===== config.mk =====
export PLATFORM = sky130hd
export DESIGN_NAME = sample_frame_packetizer
export DESIGN_NICKNAME = d
export VERILOG_FILES = /design/src/hw/rtl/sfp_pkg.sv /design/src/hw/rtl/sfp_frame_ctl.sv /design/src/hw/rtl/sfp_byte_seq.sv /design/src/hw/rtl/sample_frame_packetizer.sv
export SDC_FILE = /design/constraint.sdc
export NUM_CORES = 1
export LEC_CHECK = 0
export BUFFER_PORTS_ARGS = -buffer_cell sky130_fd_sc_hd__buf_4
export CORE_MARGIN = 1.5
export CORE_UTILIZATION = 40
export CTS_CLUSTER_DIAMETER = 50
export DETAILED_ROUTE_END_ITERATION = 10
export PLACE_DENSITY = 0.67
export SLEW_MARGIN = 20
export SYNTH_ARGS = -nofsm -noshare
export SYNTH_HDL_FRONTEND = slang
export SYNTH_SLANG_ARGS = --single-unit
export TNS_END_PERCENT = 10

===== constraint.sdc =====
create_clock -name clk_i -period 2.5 [get_ports clk_i]
set_clock_uncertainty 0.2 [all_clocks]
set_input_delay 0.5 -clock clk_i [delete_from_list [all_inputs] [get_ports clk_i]]
set_output_delay 0.5 -clock clk_i [all_outputs]
set_load 0.02 [all_outputs]

===== src/hw/rtl/sfp_pkg.sv =====
// ---------------------------------------------------------------------------
// Sample frame packetizer package
// Byte codes, register map and item types shared by the packetizer modules.
// ---------------------------------------------------------------------------
package sfp_pkg;

  localparam int unsigned SampleW = 10;
  localparam int unsigned ByteW   = 8;
  localparam int unsigned AddrW   = 3;
  localparam int unsigned DataW   = 32;

  localparam logic [ByteW-1:0] SYNC_0 = 8'hDE;
  localparam logic [ByteW-1:0] SYNC_1 = 8'hAD;
  localparam logic [ByteW-1:0] SYNC_2 = 8'hBE;
  localparam logic [ByteW-1:0] SYNC_3 = 8'hEF;

  localparam logic [ByteW-1:0] ESC_CR = 8'h0D;
  localparam logic [ByteW-1:0] SUB_CR = 8'h0E;
  localparam logic [ByteW-1:0] ESC_LF = 8'h0A;
  localparam logic [ByteW-1:0] SUB_LF = 8'h0B;

  localparam logic [ByteW-1:0] SPF_RESET = 8'd150;

  // word index of each register
  localparam logic [AddrW-3:0] REG_SAMPLES_PER_FRAME = 1'b0;

  typedef enum logic [2:0] {
    POS_SYNC0 = 3'd0,
    POS_SYNC1 = 3'd1,
    POS_SYNC2 = 3'd2,
    POS_SYNC3 = 3'd3,
    POS_LO    = 3'd4,
    POS_HI    = 3'd5,
    POS_SUM   = 3'd6
  } seq_pos_e;

  typedef struct packed {
    logic [ByteW-1:0] lo;
    logic [ByteW-1:0] hi;
    logic             first;
    logic             ends;
    logic [ByteW-1:0] sum;
  } item_t;

endpackage


===== src/hw/rtl/sfp_frame_ctl.sv =====
// ---------------------------------------------------------------------------
// Sample frame packetizer frame control
// Tracks the frame position and running checksum and forms one sample item.
// ---------------------------------------------------------------------------
module sfp_frame_ctl (
  input  logic                         clk_i,
  input  logic                         rst_ni,
  input  logic                         accept_i,
  input  logic [sfp_pkg::SampleW-1:0]  sample_value_i,
  input  logic [sfp_pkg::ByteW-1:0]    samples_per_frame_i,
  output sfp_pkg::item_t               item_o
);
  import sfp_pkg::*;

  logic [ByteW-1:0] sample_count_q, sample_count_d;
  logic [ByteW-1:0] running_sum_q, running_sum_d;
  logic [ByteW-1:0] lo_raw, lo, hi, sum_new;
  logic [ByteW:0]   count_next;
  logic             ends;

  assign lo_raw = sample_value_i[ByteW-1:0];
  assign hi     = {{(2*ByteW-SampleW){1'b0}}, sample_value_i[SampleW-1:ByteW]};

  always_comb begin
    priority if (lo_raw == ESC_CR) begin
      lo = SUB_CR;
    end else if (lo_raw == ESC_LF) begin
      lo = SUB_LF;
    end else begin
      lo = lo_raw;
    end
  end

  assign sum_new    = running_sum_q + lo + hi;
  assign count_next = {1'b0, sample_count_q} + {{ByteW{1'b0}}, 1'b1};
  assign ends       = count_next >= {1'b0, samples_per_frame_i};

  assign item_o.lo    = lo;
  assign item_o.hi    = hi;
  assign item_o.first = (sample_count_q == '0);
  assign item_o.ends  = ends;
  assign item_o.sum   = sum_new;

  always_comb begin
    sample_count_d = sample_count_q;
    running_sum_d  = running_sum_q;
    if (accept_i) begin
      if (ends) begin
        sample_count_d = '0;
        running_sum_d  = '0;
      end else begin
        sample_count_d = count_next[ByteW-1:0];
        running_sum_d  = sum_new;
      end
    end
  end

  always_ff @(posedge clk_i or negedge rst_ni) begin
    if (!rst_ni) begin
      sample_count_q <= '0;
      running_sum_q  <= '0;
    end else begin
      sample_count_q <= sample_count_d;
      running_sum_q  <= running_sum_d;
    end
  end

endmodule


===== src/hw/rtl/sfp_byte_seq.sv =====
// ---------------------------------------------------------------------------
// Sample frame packetizer byte sequencer
// Holds one item and steps its bytes into the output register.
// ---------------------------------------------------------------------------
module sfp_byte_seq (
  input  logic                       clk_i,
  input  logic                       rst_ni,
  input  logic                       load_i,
  input  sfp_pkg::item_t             item_i,
  output logic                       busy_o,
  input  logic                       out_stall_i,
  output logic                       out_valid_o,
  output logic [sfp_pkg::ByteW-1:0]  out_byte_o,
  output logic                       run_last_o,
  output logic                       frame_end_o
);
  import sfp_pkg::*;

  item_t            item_q;
  logic             item_valid_q, item_valid_d;
  seq_pos_e         pos_q, pos_d, last_pos;
  logic             out_valid_q, out_valid_d;
  logic [ByteW-1:0] out_byte_q, cur_byte;
  logic             run_last_q, frame_end_q;
  logic             out_load, item_done;

  assign last_pos  = item_q.ends ? POS_SUM : POS_HI;
  assign out_load  = item_valid_q && (!out_valid_q || !out_stall_i);
  assign item_done = out_load && (pos_q == last_pos);
  assign busy_o    = item_valid_q && !item_done;

  always_comb begin
    unique case (pos_q)
      POS_SYNC0: cur_byte = SYNC_0;
      POS_SYNC1: cur_byte = SYNC_1;
      POS_SYNC2: cur_byte = SYNC_2;
      POS_SYNC3: cur_byte = SYNC_3;
      POS_LO:    cur_byte = item_q.lo;
      POS_HI:    cur_byte = item_q.hi;
      POS_SUM:   cur_byte = item_q.sum;
      default:   cur_byte = item_q.sum;
    endcase
  end

  always_comb begin
    item_valid_d = item_valid_q;
    pos_d        = pos_q;
    if (load_i) begin
      item_valid_d = 1'b1;
      pos_d        = item_i.first ? POS_SYNC0 : POS_LO;
    end else if (item_done) begin
      item_valid_d = 1'b0;
    end else if (out_load) begin
      pos_d = seq_pos_e'(pos_q + 3'd1);
    end
  end

  always_comb begin
    if (out_load) begin
      out_valid_d = 1'b1;
    end else if (out_stall_i) begin
      out_valid_d = out_valid_q;
    end else begin
      out_valid_d = 1'b0;
    end
  end

  always_ff @(posedge clk_i or negedge rst_ni) begin
    if (!rst_ni) begin
      item_valid_q <= 1'b0;
      pos_q        <= POS_SYNC0;
      out_valid_q  <= 1'b0;
    end else begin
      item_valid_q <= item_valid_d;
      pos_q        <= pos_d;
      out_valid_q  <= out_valid_d;
    end
  end

  always_ff @(posedge clk_i) begin
    if (load_i) begin
      item_q <= item_i;
    end
    if (out_load) begin
      out_byte_q  <= cur_byte;
      run_last_q  <= (pos_q == last_pos);
      frame_end_q <= (pos_q == POS_SUM);
    end
  end

  assign out_valid_o = out_valid_q;
  assign out_byte_o  = out_byte_q;
  assign run_last_o  = run_last_q;
  assign frame_end_o = frame_end_q;

endmodule


===== src/hw/rtl/sample_frame_packetizer.sv =====
// ---------------------------------------------------------------------------
// Sample frame packetizer
// Packs 10-bit samples into a byte stream of sync-framed, checksummed frames.
// ---------------------------------------------------------------------------
// Each sample item yields 2 to 7 bytes, one byte per cycle on the output
// port while out_stall_i is low: 4 sync bytes before the first sample of a
// frame, low and high byte, and the checksum after the last sample. The
// next sample is taken in the cycle that the last byte of the previous one
// moves into the output register. samples_per_frame lives at byte address 0
// of the configuration port and is to be written by the user only while the
// block is idle; the block itself does not enforce this.
module sample_frame_packetizer (
  input  logic                         clk_i,
  input  logic                         rst_ni,
  input  logic                         psel,
  input  logic                         penable,
  input  logic                         pwrite,
  input  logic [sfp_pkg::AddrW-1:0]    paddr,
  input  logic [sfp_pkg::DataW-1:0]    pwdata,
  output logic [sfp_pkg::DataW-1:0]    prdata,
  output logic                         pready,
  input  logic                         in_valid_i,
  output logic                         in_stall_o,
  input  logic [sfp_pkg::SampleW-1:0]  sample_value_i,
  output logic                         out_valid_o,
  input  logic                         out_stall_i,
  output logic [sfp_pkg::ByteW-1:0]    out_byte_o,
  output logic                         run_last_o,
  output logic                         frame_end_o
);
  import sfp_pkg::*;

  logic [ByteW-1:0] spf_q, spf_d;
  logic             reg_sel, accept, busy;
  item_t            item;

  assign pready  = 1'b1;
  assign reg_sel = (paddr[AddrW-1:2] == REG_SAMPLES_PER_FRAME);
  assign prdata  = reg_sel ? {{(DataW-ByteW){1'b0}}, spf_q} : '0;

  always_comb begin
    spf_d = spf_q;
    if (psel && penable && pwrite && reg_sel) begin
      spf_d = pwdata[ByteW-1:0];
    end
  end

  always_ff @(posedge clk_i or negedge rst_ni) begin
    if (!rst_ni) begin
      spf_q <= SPF_RESET;
    end else begin
      spf_q <= spf_d;
    end
  end

  assign in_stall_o = busy;
  assign accept     = in_valid_i && !busy;

  sfp_frame_ctl u_frame_ctl (
    .clk_i               (clk_i),
    .rst_ni              (rst_ni),
    .accept_i            (accept),
    .sample_value_i      (sample_value_i),
    .samples_per_frame_i (spf_q),
    .item_o              (item)
  );

  sfp_byte_seq u_byte_seq (
    .clk_i       (clk_i),
    .rst_ni      (rst_ni),
    .load_i      (accept),
    .item_i      (item),
    .busy_o      (busy),
    .out_stall_i (out_stall_i),
    .out_valid_o (out_valid_o),
    .out_byte_o  (out_byte_o),
    .run_last_o  (run_last_o),
    .frame_end_o (frame_end_o)
  );

endmodule


======== Word level (Yosys, flattened, before mapping) ========
Cells that the tools add are included.
operators by class
  add/subtract/negate cells ............... 4
  $mul .................................... 0
  div/mod/pow operators ................... 0
  magnitude comparators ................... 1
  equality and inequality tests ........... 11
  shift operators ......................... 0
  muxes and demuxes ....................... 15
  bitwise logic cells ..................... 1
  reduce and logical (&&, ||, !) cells .... 17
operators by type and width
  kind                   count
  $pmux W8 S6            1
  $mux W8                5
  $eq A8 B4 Y1 const B   2
  $mux W3                4
  $add A8 B1 Y9 const B  1
  $eq A3 B3 Y1 const B   3
  $ge A9 B8 Y1           1
  $add A8 B2 Y8          1
  $add A8 B8 Y8          1
  $logic_not A8 Y1       1
  $logic_and A1 B1 Y1    7
  $eq A3 B2 Y1 const B   2
  $logic_not A1 Y1       4
  $mux W1                4
  $reduce_bool A2 Y1     2
  $add A3 B1 Y3 const B  1
  $eq A3 B1 Y1 const B   1
  $eq A3 B3 Y1           1
  $logic_not A3 Y1       1
  $mux W2                1
  $ne A2 B1 Y1 const B   1
  $ne A2 B2 Y1 const B   1
  $reduce_and A2 Y1      1
  $logic_or A1 B1 Y1     1
  $not A1 Y1             1
word-level totals
  register bits after elaboration ......... 58
  bits in latches ......................... 0
  memory bits (writable) .................. 0
  ROM bits ................................ 0
  input bits .............................. 52
  output and inout bits ................... 45
  word-level logic and storage cells ...... 62
  memories ................................ 0

======== Longest topological paths before layout ========
Gate-level depths: netlist (run 1).
  depth in word-level cells ............... 10
  depth in mapped cells ................... 14
  depth with buffers taken out ............ 14

======== Modules after synthesis ========
From an unflattened synthesis (run 1), not the netlist that was laid out.
unflattened totals
  cell total of the unflattened synthesis .. 338
  area, all modules ....................... 3,789.9 µm²
by module, submodules not included
  module                   times used  cells an instance  area an instance (µm²)  seq. area each (µm²)
  sfp_byte_seq             1           110                1,624.1                 1,176.1
  sfp_frame_ctl            1           175                1,575.3                 400.4
  sample_frame_packetizer  1           53                 590.6                   205.2

======== Least setup slack after synthesis (run 1) ========
OpenSTA, ideal clock, no wires.
  path kind ............................... input to register
  from .................................... input port sample_value_i[5] in the netlist's numbering
  to ...................................... register u_frame_ctl.running_sum_q[7]
  setup time .............................. 0.121 ns
  arrival time ............................ 2.849 ns
  required time ........................... 2.179 ns
  slack ................................... -0.670 ns
  cell stages on the path ................. 14
  path buffers ............................ 0
  cell sequence ........................... nor4_1 > and2_1 > a31o_2 > inv_1 > fa_1 > inv_1 > ha_1 > inv_1 > fa_1 > nor2b_1 > o31a_1 > o22ai_1 > xnor2_1 > a22o_1
RTL lines
  element               line                           source
  from (decl)           sample_frame_packetizer.sv:24  input logic [sfp_pkg::SampleW-1:0] sample_value_i,
  to (signal assigned)  sfp_frame_ctl.sv:64            running_sum_q <= running_sum_d;
  to (decl)             sfp_frame_ctl.sv:16            logic [ByteW-1:0] running_sum_q, running_sum_d;

==> run_results.csv, run 1 <==
group,metric,value,unit
grt,grt_pass1_vias,2442,
die,rows,33,
worst_setup_path,crit_required,2.53,ns
cells_and_area,final_cell_mix,"buf_4 (77), edfxtp_1 (29), inv_1 (26)",
clock_network,cts-root-buf,"clkbuf_8",
drt,wl_per_cell,14.0,um
yosys,synthSimpleGateAreaFrac,10.3,%
yosys,synth-compound-area-share,13.1,%
placed_design,portBuffers,45,
placed_design,hpwl,5010,um
drt,vias,2378,
pwr,p_comb_share,47.4,%
clock_network,htree_levels,3,
pwr,p_leak,2.03,nW
grt,grt_max_degree,30,
clock_network,cts_buffer_depth,2,
sta,finalHoldViolCount,0,
die,die-height,94.6,um
pwr,internal_power,3.05,mW
grt,grt_remaining_overflow,0,
grt,grt_pass1_wl,11400,um
worst_setup_path,reg2reg_depth,11,
drt,drcViolationCount,0,
pwr,power.switching,1.74,mW
yosys,syn_inst,304,
placed_design,placedCellCount,470,
clock_network,numCtsBuffers,9,
clock_network,tritoncts,"done",
worst_setup_path,cpPeakStageDelay,0.44,ns
placed_design,place_congestion,0.801,
yosys,ys.flop_type,"edfxtp_1",
yosys,synth_top_family_by_area,"compound AO/OA/AOI/OAI gates",
drt,drt_first_pass_iters,4,
worst_setup_path,crit_cells,15,
cells_and_area,nFillCells,722,
yosys,yosysSeqAreaShare,47.8,%
die,core-area,0.00818,sq mm
die,die_x,94.6,um
worst_setup_path,timing.critical_path.mode_cell,"inv_2",
cells_and_area,final_common_cell,"buf_4",
drt,drt-initial-drc-count,71,
drt,viasPerCell,4.83,
yosys,ys_ff_latch,58,
cells_and_area,register_area,0.00160,sq mm
die,io-pin-count,97,
pwr,power_density,1100,mW/mm^2
clock_network,path_clk_slew,0.07,ns
worst_setup_path,crit_type,"in2reg",
sta,fmax,331,MHz
drt,routed_wl,6890,um
sta,tns,-6.67,ns
yosys,synthXorXnorAreaFrac,3.40,%
sta,finalWorstSetupSlack,-0.517,ns
yosys,avgSynthCellArea,11.0,sq um
worst_setup_path,crit_chain,"buf_8, nor4_4, and2_4, a31o_4, inv_2, fa_1, inv_2, ha_4, inv_2, fa_2, nor2b_2, o31a_1, o22ai_2, xnor2_1, a22o_1",
cells_and_area,area_growth,29.4,%
min_path,hold_path_depth,1,
yosys,syn_area,0.00335,sq mm
yosys,ys_warn_count,0,
clock_network,clk_latency,0.35,ns
die,start_util,41.0,%
cells_and_area,final_cells,492,
sta,setup_violations,23,
worst_setup_path,critPathBufInv,4,
die,die_area,0.00894,sq mm
status,violations,"negative setup slack",
sta,rsz0062_at_grt,"true",
cells_and_area,finalNetCount,463,
yosys,synth-async-reset-ratio,50.0,%
worst_setup_path,critPathTopFamily,"adder cells",
cells_and_area,layout-drive-gt1-share,37.0,%
worst_setup_path,cp.arrival,3.05,ns
grt,gr-usage-all-layers,17.1,%
job,maxCapViolCount,0,
grt,antenna_found_initial,0,
cells_and_area,num_antenna_cells,0,
pwr,p_sw_share,36.4,%
sta,period_share,121,%
yosys,synth_fa_ha_area_share,11.5,%
sta,maxSlewViolCount,0,
pwr,clockPowerShare,20.0,%
worst_setup_path,path_max_fanout,3,
yosys,synth_edf_count,29,
status,status,"finished with violations",
worst_setup_path,setup.worst_path.end_class,"register",
cells_and_area,multi_input_area,0.00165,sq mm
min_path,hold_class,"in2reg",
pwr,power_frac_seq,32.6,%
worst_setup_path,startpoint_type,"primary input",
yosys,muxShareOfSynthArea,2.99,%
yosys,ys_types,53,
drt,antenna_left,0,
pwr,ir_worst_vdd,0.565,mV
sta,min_period,3.02,ns
clock_network,cts.sinks,58,
worst_setup_path,crit_path_top_delay_cell,"fa_1",
[worst reg2reg max path: cells and delay by family (launching register included)]
family,cells,cell delay [ns]
adders and majority gates,2,0.46
DFF,1,0.45
xor gates and xnor gates,1,0.14
AOI/OAI and AO/OA,4,0.79
buffers and inverters,1,0.16
and+or+nand+nor,3,0.52
[flip-flops by register name, indices dropped and copies added, names as in the netlist]
register,count
u_frame_ctl.sample_count_q,8
u_byte_seq.out_valid_o,1
u_byte_seq.frame_end_o,1
u_byte_seq.run_last_o,1
u_byte_seq.item_valid_q,1
u_byte_seq.pos_q,3
u_byte_seq.item_q,19
u_frame_ctl.running_sum_q,8
spf_q,8
u_byte_seq.out_byte_o,8
[final timing paths]
path	startpoint	end	slack, ns
worst min-delay path	sample_value_i[8]	u_byte_seq.item_q[10]$_DFFE_PP_	0.14
max in group asynchronous	rst_ni	spf_q[1]$_DFFE_PN1P_	1.36
worst min register to register	u_byte_seq.item_valid_q$_DFFE_PN0P_	u_byte_seq.out_valid_o$_DFFE_PN0P_	0.30
worst max register to register	u_frame_ctl.sample_count_q[0]$_DFFE_PN0P_	u_frame_ctl.sample_count_q[6]$_DFFE_PN0P_	-0.32
worst max-delay path	sample_value_i[5]	u_frame_ctl.running_sum_q[7]$_DFFE_PN0P_	-0.52
min in group asynchronous	rst_ni	u_byte_seq.out_valid_o$_DFFE_PN0P_	0.41
[cells by family after synthesis]
kind of cell	after synthesis
XOR/XNOR	13
adder cells (fa/ha/maj)	29
AND/OR/NAND/NOR	68
multiplexers	9
flip-flops	58
AO/OA/AOI/OAI	57
other	2
buffers and inverters	68
[synthesized netlist by cell type (all sizes together), types with 2 or more instances]
cell type,n,area [sq um]
a21o,6,45.0
a21oi,8,40.0
a22o,11,96.3
a2bb2oi,2,35.0
a31oi,5,31.3
and2,2,12.5
and3,4,25.0
buf,28,209
clkbuf,9,33.8
conb,2,7.51
dfrtp,25,626
dfstp,4,105
edfxtp,29,871
fa,3,60.1
ha,26,325
inv,31,116
mux2,8,90.1
nand2,14,52.6
nand2b,2,12.5
nand3,10,50.1
nor2,21,81.3
nor2b,5,31.3
nor4,2,12.5
o21ai,10,61.3
o22ai,3,18.8
o31ai,2,20.0
or2,2,12.5
xnor2,10,87.6
xor2,3,26.3
[layout make-up]
cell class              instances  area share (%)
inverters                      31            2.68
repair buffers                 81            14.4
clock buffers                  10            3.17
clock inverters                 6            1.85
well taps                     105            3.03
flip-flops and latches         58            36.9
multi-input cells             201            37.9
[routing by layer]
layer / vias to the layer above / GRT usage [%] / wire length, um / share of wire [%]
met5: - / 0 / 0 / 0
met4: 0 / 7.84 / 140 / 2.0
met1: 1128 / 20.5 / 3030 / 44
li1: 1161 / - / - / -
met2: 75 / 28.5 / 3400 / 49
met3: 14 / 4.51 / 322 / 4.7
[power by group through the flow]
| stage | Clock, mW | Sequential (mW) | Combinational [mW] |
|---|---|---|---|
| floorplan | 0 | 1.65 | 1.28 |
| global placement | 0 | 1.56 | 1.96 |
| detailed placement | 0 | 1.57 | 2.01 |
| CTS | 0.981 | 1.55 | 2.17 |
| global route | 1.02 | 1.59 | 2.52 |
| finish | 0.958 | 1.56 | 2.27 |
[metrics by stage]
step	setup slack, ns	hold slack [ns]	instance area [sq um]	utilization (%)	total power [mW]
5_1_grt	-0.624	0.133	4340	53.1	5.13
2_1_floorplan	-0.615	0.00441	3440	-	2.93
6_report	-0.517	0.145	4340	53.1	4.79
3_3_place_gp	-0.820	0.251	3900	47.7	3.52
3_5_place_dp	-1.00	0.253	3900	47.7	3.58
4_1_cts	-0.452	0.126	4260	52.1	4.70
[what timing repair did]
action,CTS,global route
pin swaps,8,4
gates resized for setup,24,11
buffers inserted,2,3
endpoints found under the setup margin,23,23
hold buffers,1,0
hold endpoints to repair,25,0
No activity file was read; power rests on OpenSTA's default activity.
==> inputs of run 2 (changes only) <==
==> constraint.sdc (replaced) <==
create_clock -name clk_i -period 2.5 [get_ports clk_i]
set_clock_uncertainty 0.2 [all_clocks]
set_input_delay 0.25 -clock clk_i [delete_from_list [all_inputs] [get_ports clk_i]]
set_output_delay 0.25 -clock clk_i [all_outputs]
set_load 0.02 [all_outputs]
==> run_results.csv, run 2 (synthesis results as in run 1) <==
group,metric,value,unit
clock_network,tritoncts,"done",
drt,antenna_left,0,
cells_and_area,finalNetCount,478,
worst_setup_path,setup.worst_path.end_class,"register",
grt,grt_pass1_wl,11800,um
cells_and_area,num_antenna_cells,0,
worst_setup_path,crit_required,2.53,ns
worst_setup_path,critPathBufInv,4,
sta,min_period,2.80,ns
clock_network,cts_buffer_depth,2,
min_path,hold_path_depth,2,
sta,finalWorstSetupSlack,-0.305,ns
grt,grt_pass1_vias,2565,
clock_network,numCtsBuffers,9,
worst_setup_path,critPathTopFamily,"adder cells",
grt,grt_remaining_overflow,0,
drt,drt_first_pass_iters,6,
die,die_x,94.6,um
grt,antenna_found_initial,0,
cells_and_area,largest_register_ffs,19,
sta,setup_violations,20,
grt,gr-usage-all-layers,17.3,%
min_path,hold_class,"in2reg",
worst_setup_path,startpoint_type,"primary input",
cells_and_area,stdcell_area,0.00449,sq mm
die,core-area,0.00818,sq mm
drt,wl_per_cell,14.1,um
placed_design,dpl_cell_area,0.00388,sq mm
worst_setup_path,cpPeakStageDelay,0.42,ns
grt,grt_max_degree,30,
clock_network,cts-root-buf,"clkbuf_8",
clock_network,cts.sinks,58,
clock_network,clk_latency,0.34,ns
job,maxCapViolCount,0,
pwr,ir_worst_vdd,0.395,mV
placed_design,portBuffers,45,
worst_setup_path,crit_chain,"buf_4, nor4_4, and2_4, a31o_4, inv_2, fa_1, inv_1, ha_2, inv_2, fa_2, nor2b_2, o31a_1, o22ai_1, xnor2_1, a22o_1",
drt,drcViolationCount,0,
die,die_area,0.00894,sq mm
cells_and_area,layout-drive-gt1-share,35.3,%
cells_and_area,register_area,0.00160,sq mm
cells_and_area,fin_util,54.9,%
min_path,min_to,"u_byte_seq.item_q[22]$_DFFE_PP_",
sta,maxSlewViolCount,0,
worst_setup_path,reg2reg_depth,11,
worst_setup_path,timing.critical_path.mode_cell,"inv_2",
status,status,"finished with violations",
die,die-height,94.6,um
status,violations,"negative setup slack",
drt,routed_wl,7160,um
cells_and_area,nFillCells,705,
die,start_util,41.0,%
sta,period_share,112,%
cells_and_area,final_common_cell,"buf_4",
clock_network,htree_levels,3,
cells_and_area,final_cell_mix,"buf_4 (72), edfxtp_1 (29), inv_1 (27)",
drt,drt-initial-drc-count,68,
cells_and_area,largest-register,"u_byte_seq.item_q",
drt,viasPerCell,4.84,
sta,finalHoldViolCount,0,
clock_network,path_clk_slew,0.07,ns
worst_setup_path,cp.arrival,2.83,ns
cells_and_area,area_growth,33.9,%
worst_setup_path,path_max_fanout,3,
placed_design,hpwl,5050,um
worst_setup_path,rrSetupSlack,-0.28,ns
min_path,hold_path_startpoint,"sample_value_i[4]",
worst_setup_path,r2r-end,"u_byte_seq.item_q[8]$_DFFE_PP_",
sta,rsz0062_at_grt,"true",
worst_setup_path,reg2reg_from,"u_frame_ctl.sample_count_q[0]$_DFFE_PN0P_",
die,io-pin-count,97,
pwr,p_leak,2.08,nW
worst_setup_path,crit_type,"in2reg",
cells_and_area,multi_input_area,0.00163,sq mm
pwr,power_density,1070,mW/mm^2
worst_setup_path,crit_path_top_delay_cell,"fa_1",
sta,fmax,357,MHz
drt,vias,2455,
die,rows,33,
placed_design,place_congestion,0.782,
[run 2: area by class of cell]
class	count	area share (%)
inverter	31	2.59
clock buffer	9	2.76
sequential	58	35.7
timing repair buffer	96	17.5
multi-input combinational	201	36.2
clock inverter	7	2.28
tap	105	2.93
[run 2: report_power, final]
group | internal (mW) | total [mW] | switching, mW
sequential | 1.40 | 1.56 | 0.158
combinational | 1.03 | 2.25 | 1.22
clock | 0.569 | 0.985 | 0.416
[run 2: worst max-delay path by stage]
stage                                               from                                  endpoint  slack, ns  depth (start not counted)
4_1_cts        u_frame_ctl.sample_count_q[1]$_DFFE_PN0P_  u_frame_ctl.running_sum_q[7]$_DFFE_PN0P_      -0.27                         11
3_5_place_dp                           sample_value_i[5]  u_frame_ctl.running_sum_q[7]$_DFFE_PN0P_      -0.62                         15
2_1_floorplan                          sample_value_i[5]  u_frame_ctl.running_sum_q[7]$_DFFE_PN0P_      -0.36                         14
6_report                               sample_value_i[4]  u_frame_ctl.running_sum_q[7]$_DFFE_PN0P_      -0.30                         15
3_3_place_gp                           sample_value_i[5]  u_frame_ctl.running_sum_q[7]$_DFFE_PN0P_      -0.57                         15
5_1_grt                                sample_value_i[4]  u_frame_ctl.running_sum_q[7]$_DFFE_PN0P_      -0.42                         15
[run 2: through the flow]
| stage | setup TNS (ns) | cells | hold slack, ns | setup slack [ns] | power, mW |
|---|---|---|---|---|---|
| 6_report | -4.38 | 507 | 0.0509 | -0.305 | 4.79 |
| 3_3_place_gp | -8.58 | 468 | 0.00107 | -0.568 | 3.51 |
| 4_1_cts | -4.41 | 505 | 0.00120 | -0.274 | 4.71 |
| 2_1_floorplan | -4.31 | 327 | -0.246 | -0.365 | 2.93 |
| 5_1_grt | -6.86 | 507 | 0.0409 | -0.425 | 5.13 |
| 3_5_place_dp | -9.48 | 468 | 0.00358 | -0.621 | 3.57 |
[run 2: what timing repair did]
item                                    4_1_cts  5_1_grt
buffers inserted                              3        1
endpoints found under the setup margin       21       23
gates resized for setup                      13       22
cloned                                        0        0
endpoints found under the hold margin        46        1
pin swaps                                    11       14
hold buffers                                 18        1
[run 2: per-layer routing]
| layer | share of wire (%) | vias up | track usage [%] | routed length [um] |
|---|---|---|---|---|
| met5 | 0 | - | 0 | 0 |
| met4 | 1.5 | 0 | 6.22 | 111 |
| met3 | 4.4 | 13 | 3.86 | 316 |
| met2 | 52 | 79 | 30.4 | 3710 |
| met1 | 42 | 1172 | 20.8 | 3030 |
| li1 | - | 1191 | - | - |
[run 2: worst reg2reg max path, cell delays in order, from the launching register on]
cell      delay, ns
dfrtp_1        0.39
and3_1         0.16
nand3_1        0.10
nor2_1         0.22
xnor2_2        0.18
inv_1          0.08
ha_1           0.29
and3_4         0.19
a221oi_2       0.31
o211ai_4       0.17
buf_6          0.18
buf_6          0.10
==> inputs of run 3 (changes only) <==
--- a/config.mk
+++ b/config.mk
@@ -11,6 +11,7 @@
 export CTS_CLUSTER_DIAMETER = 50
 export DETAILED_ROUTE_END_ITERATION = 10
 export PLACE_DENSITY = 0.67
+export SKIP_CTS_REPAIR_TIMING = 1
 export SLEW_MARGIN = 20
 export SYNTH_ARGS = -nofsm -noshare
 export SYNTH_HDL_FRONTEND = slang
==> run_results.csv, run 3 (synthesis results as in run 1) <==
group,metric,value,unit
sta,setup_violations,21,
status,status,"finished with violations",
die,rows,33,
worst_setup_path,reg2reg_from,"u_frame_ctl.sample_count_q[0]$_DFFE_PN0P_",
status,violations,"negative setup slack",
job,maxCapViolCount,0,
sta,finalHoldViolCount,0,
worst_setup_path,cp.arrival,2.85,ns
grt,grt_remaining_overflow,0,
cells_and_area,largest_register_ffs,19,
worst_setup_path,startpoint_type,"primary input",
die,die-height,94.6,um
grt,grtUsageMet2,27.8,%
min_path,hold_class,"in2reg",
cells_and_area,area_growth,31.9,%
worst_setup_path,worstSetupStartpoint,"sample_value_i[5]",
pwr,ir_worst_vdd,0.420,mV
sta,rsz0062_at_grt,"true",
pwr,power_density,1070,mW/mm^2
die,core-area,0.00818,sq mm
die,io-pin-count,97,
placed_design,place_congestion,0.782,
clock_network,cts_buffer_depth,2,
pwr,p_leak,2.06,nW
placed_design,portBuffers,45,
worst_setup_path,r2r-end,"u_byte_seq.item_q[8]$_DFFE_PP_",
grt,grt_pass1_wl,11000,um
clock_network,cts.sinks,58,
cells_and_area,final_cell_mix,"buf_4 (72), inv_1 (29), edfxtp_1 (29)",
drt,antenna_left,0,
worst_setup_path,crit_type,"in2reg",
grt,busiest_layer,"met2",
drt,drt_first_pass_iters,4,
placed_design,hpwl,5050,um
grt,grt_pass1_vias,2389,
worst_setup_path,path_max_fanout,3,
die,die_x,94.6,um
clock_network,cts-root-buf,"clkbuf_8",
grt,antenna_found_initial,0,
clock_network,numCtsBuffers,9,
sta,finalWorstSetupSlack,-0.318,ns
grt,gr-usage-all-layers,16.3,%
grt,grt_max_degree,30,
sta,maxSlewViolCount,0,
drt,drcViolationCount,0,
sta,period_share,113,%
cells_and_area,largest-register,"u_byte_seq.item_q",
grt,use_met1,20.0,%
worst_setup_path,timing.critical_path.mode_cell,"inv_1",
cells_and_area,fin_util,54.1,%
worst_setup_path,crit_path_top_delay_cell,"fa_1",
grt,use_met3,3.62,%
drt,drt-initial-drc-count,74,
clock_network,htree_levels,3,
cells_and_area,finalNetCount,474,
sta,min_period,2.82,ns
worst_setup_path,reg2reg_depth,10,
drt,wl_per_cell,13.8,um
die,start_util,41.0,%
worst_setup_path,crit_end,"u_frame_ctl.running_sum_q[7]$_DFFE_PN0P_",
worst_setup_path,crit_required,2.53,ns
drt,viasPerCell,4.86,
sta,tns,-4.96,ns
cells_and_area,num_antenna_cells,0,
drt,routed_wl,6940,um
cells_and_area,layout-drive-gt1-share,33.4,%
worst_setup_path,crit_chain,"buf_4, nor4_4, and2_4, a31o_4, inv_1, fa_1, inv_1, ha_2, inv_2, fa_2, nor2b_2, o31a_1, o22ai_1, xnor2_1, a22o_1",
drt,vias,2444,
worst_setup_path,cpPeakStageDelay,0.42,ns
clock_network,clk_latency,0.34,ns
sta,fmax,355,MHz
worst_setup_path,rrSetupSlack,-0.30,ns
die,die_area,0.00894,sq mm
cells_and_area,final_common_cell,"buf_4",
clock_network,tritoncts,"done",
clock_network,path_clk_slew,0.07,ns
worst_setup_path,setup.worst_path.end_class,"register",
run 3: changes by cell type in the layout (fill, tap and decap cells not counted), sizes merged:
cell | previous run | this run
dlygate4sd3 | 19 | 16
buf | 77 | 76
run 3: per-layer routing:
| metal | vias to the layer above | wire, um |
|---|---|---|
| met4 | 0 | 127 |
| met1 | 1167 | 2940 |
| li1 | 1182 | - |
| met2 | 80 | 3550 |
| met3 | 15 | 326 |
| met5 | - | 0 |
run 3: metrics by stage:
step / total power, mW / setup slack, ns / hold slack, ns / area [sq um] / std cells
after detailed placement: 3.57 / -0.621 / 0.00358 / 3880 / 468
after floorplan: 2.93 / -0.365 / -0.246 / 3440 / 327
final: 4.74 / -0.318 / 0.0291 / 4420 / 503
after CTS: 4.58 / -0.476 / -0.366 / 4110 / 484
after global routing: 5.07 / -0.426 / 0.0189 / 4420 / 503
after global placement: 3.51 / -0.568 / 0.00107 / 3880 / 468
run 3: critical path, delay by kind of cell:
family | cells | cell delay, ns
adder cells (fa/ha/maj) | 3 | 0.95
AO/OA/AOI/OAI | 4 | 0.60
buffers and inverters | 4 | 0.28
AND/OR/NAND/NOR | 3 | 0.62
XOR/XNOR | 1 | 0.14
run 3: cell type report:
cell class | count | area, sq um
timing repair buffer | 92 | 746
fill | 712 | 3750
sequential | 58 | 1600
multi-input combinational | 201 | 1600
tap | 105 | 131
clock buffer | 9 | 124
inverter | 31 | 116
clock inverter | 7 | 103
run 3: report_power, final:
part           leakage [nW]  total, mW  internal [mW]  switching [mW]
logic                  1.33       2.19           1.02            1.18
clock network         0.110      0.983          0.569           0.414
registers             0.620       1.56           1.40           0.161
total                  2.06       4.74           2.98            1.75
run 3: how the worst min path moves through the flow:
stage / from / endpoint / slack [ns] / cells past startpoint
global route: sample_value_i[7] / u_byte_seq.item_q[25]$_DFFE_PP_ / 0.02 / 2
CTS: rst_ni / u_frame_ctl.sample_count_q[5]$_DFFE_PN0P_ / -0.37 / 1
detailed placement: rst_ni / spf_q[5]$_DFFE_PN0P_ / 0.004 / 1
finish: sample_value_i[7] / u_byte_seq.item_q[25]$_DFFE_PP_ / 0.03 / 2
floorplan: rst_ni / spf_q[0]$_DFFE_PN0P_ / -0.25 / 0
global placement: rst_ni / spf_q[5]$_DFFE_PN0P_ / 0.001 / 1
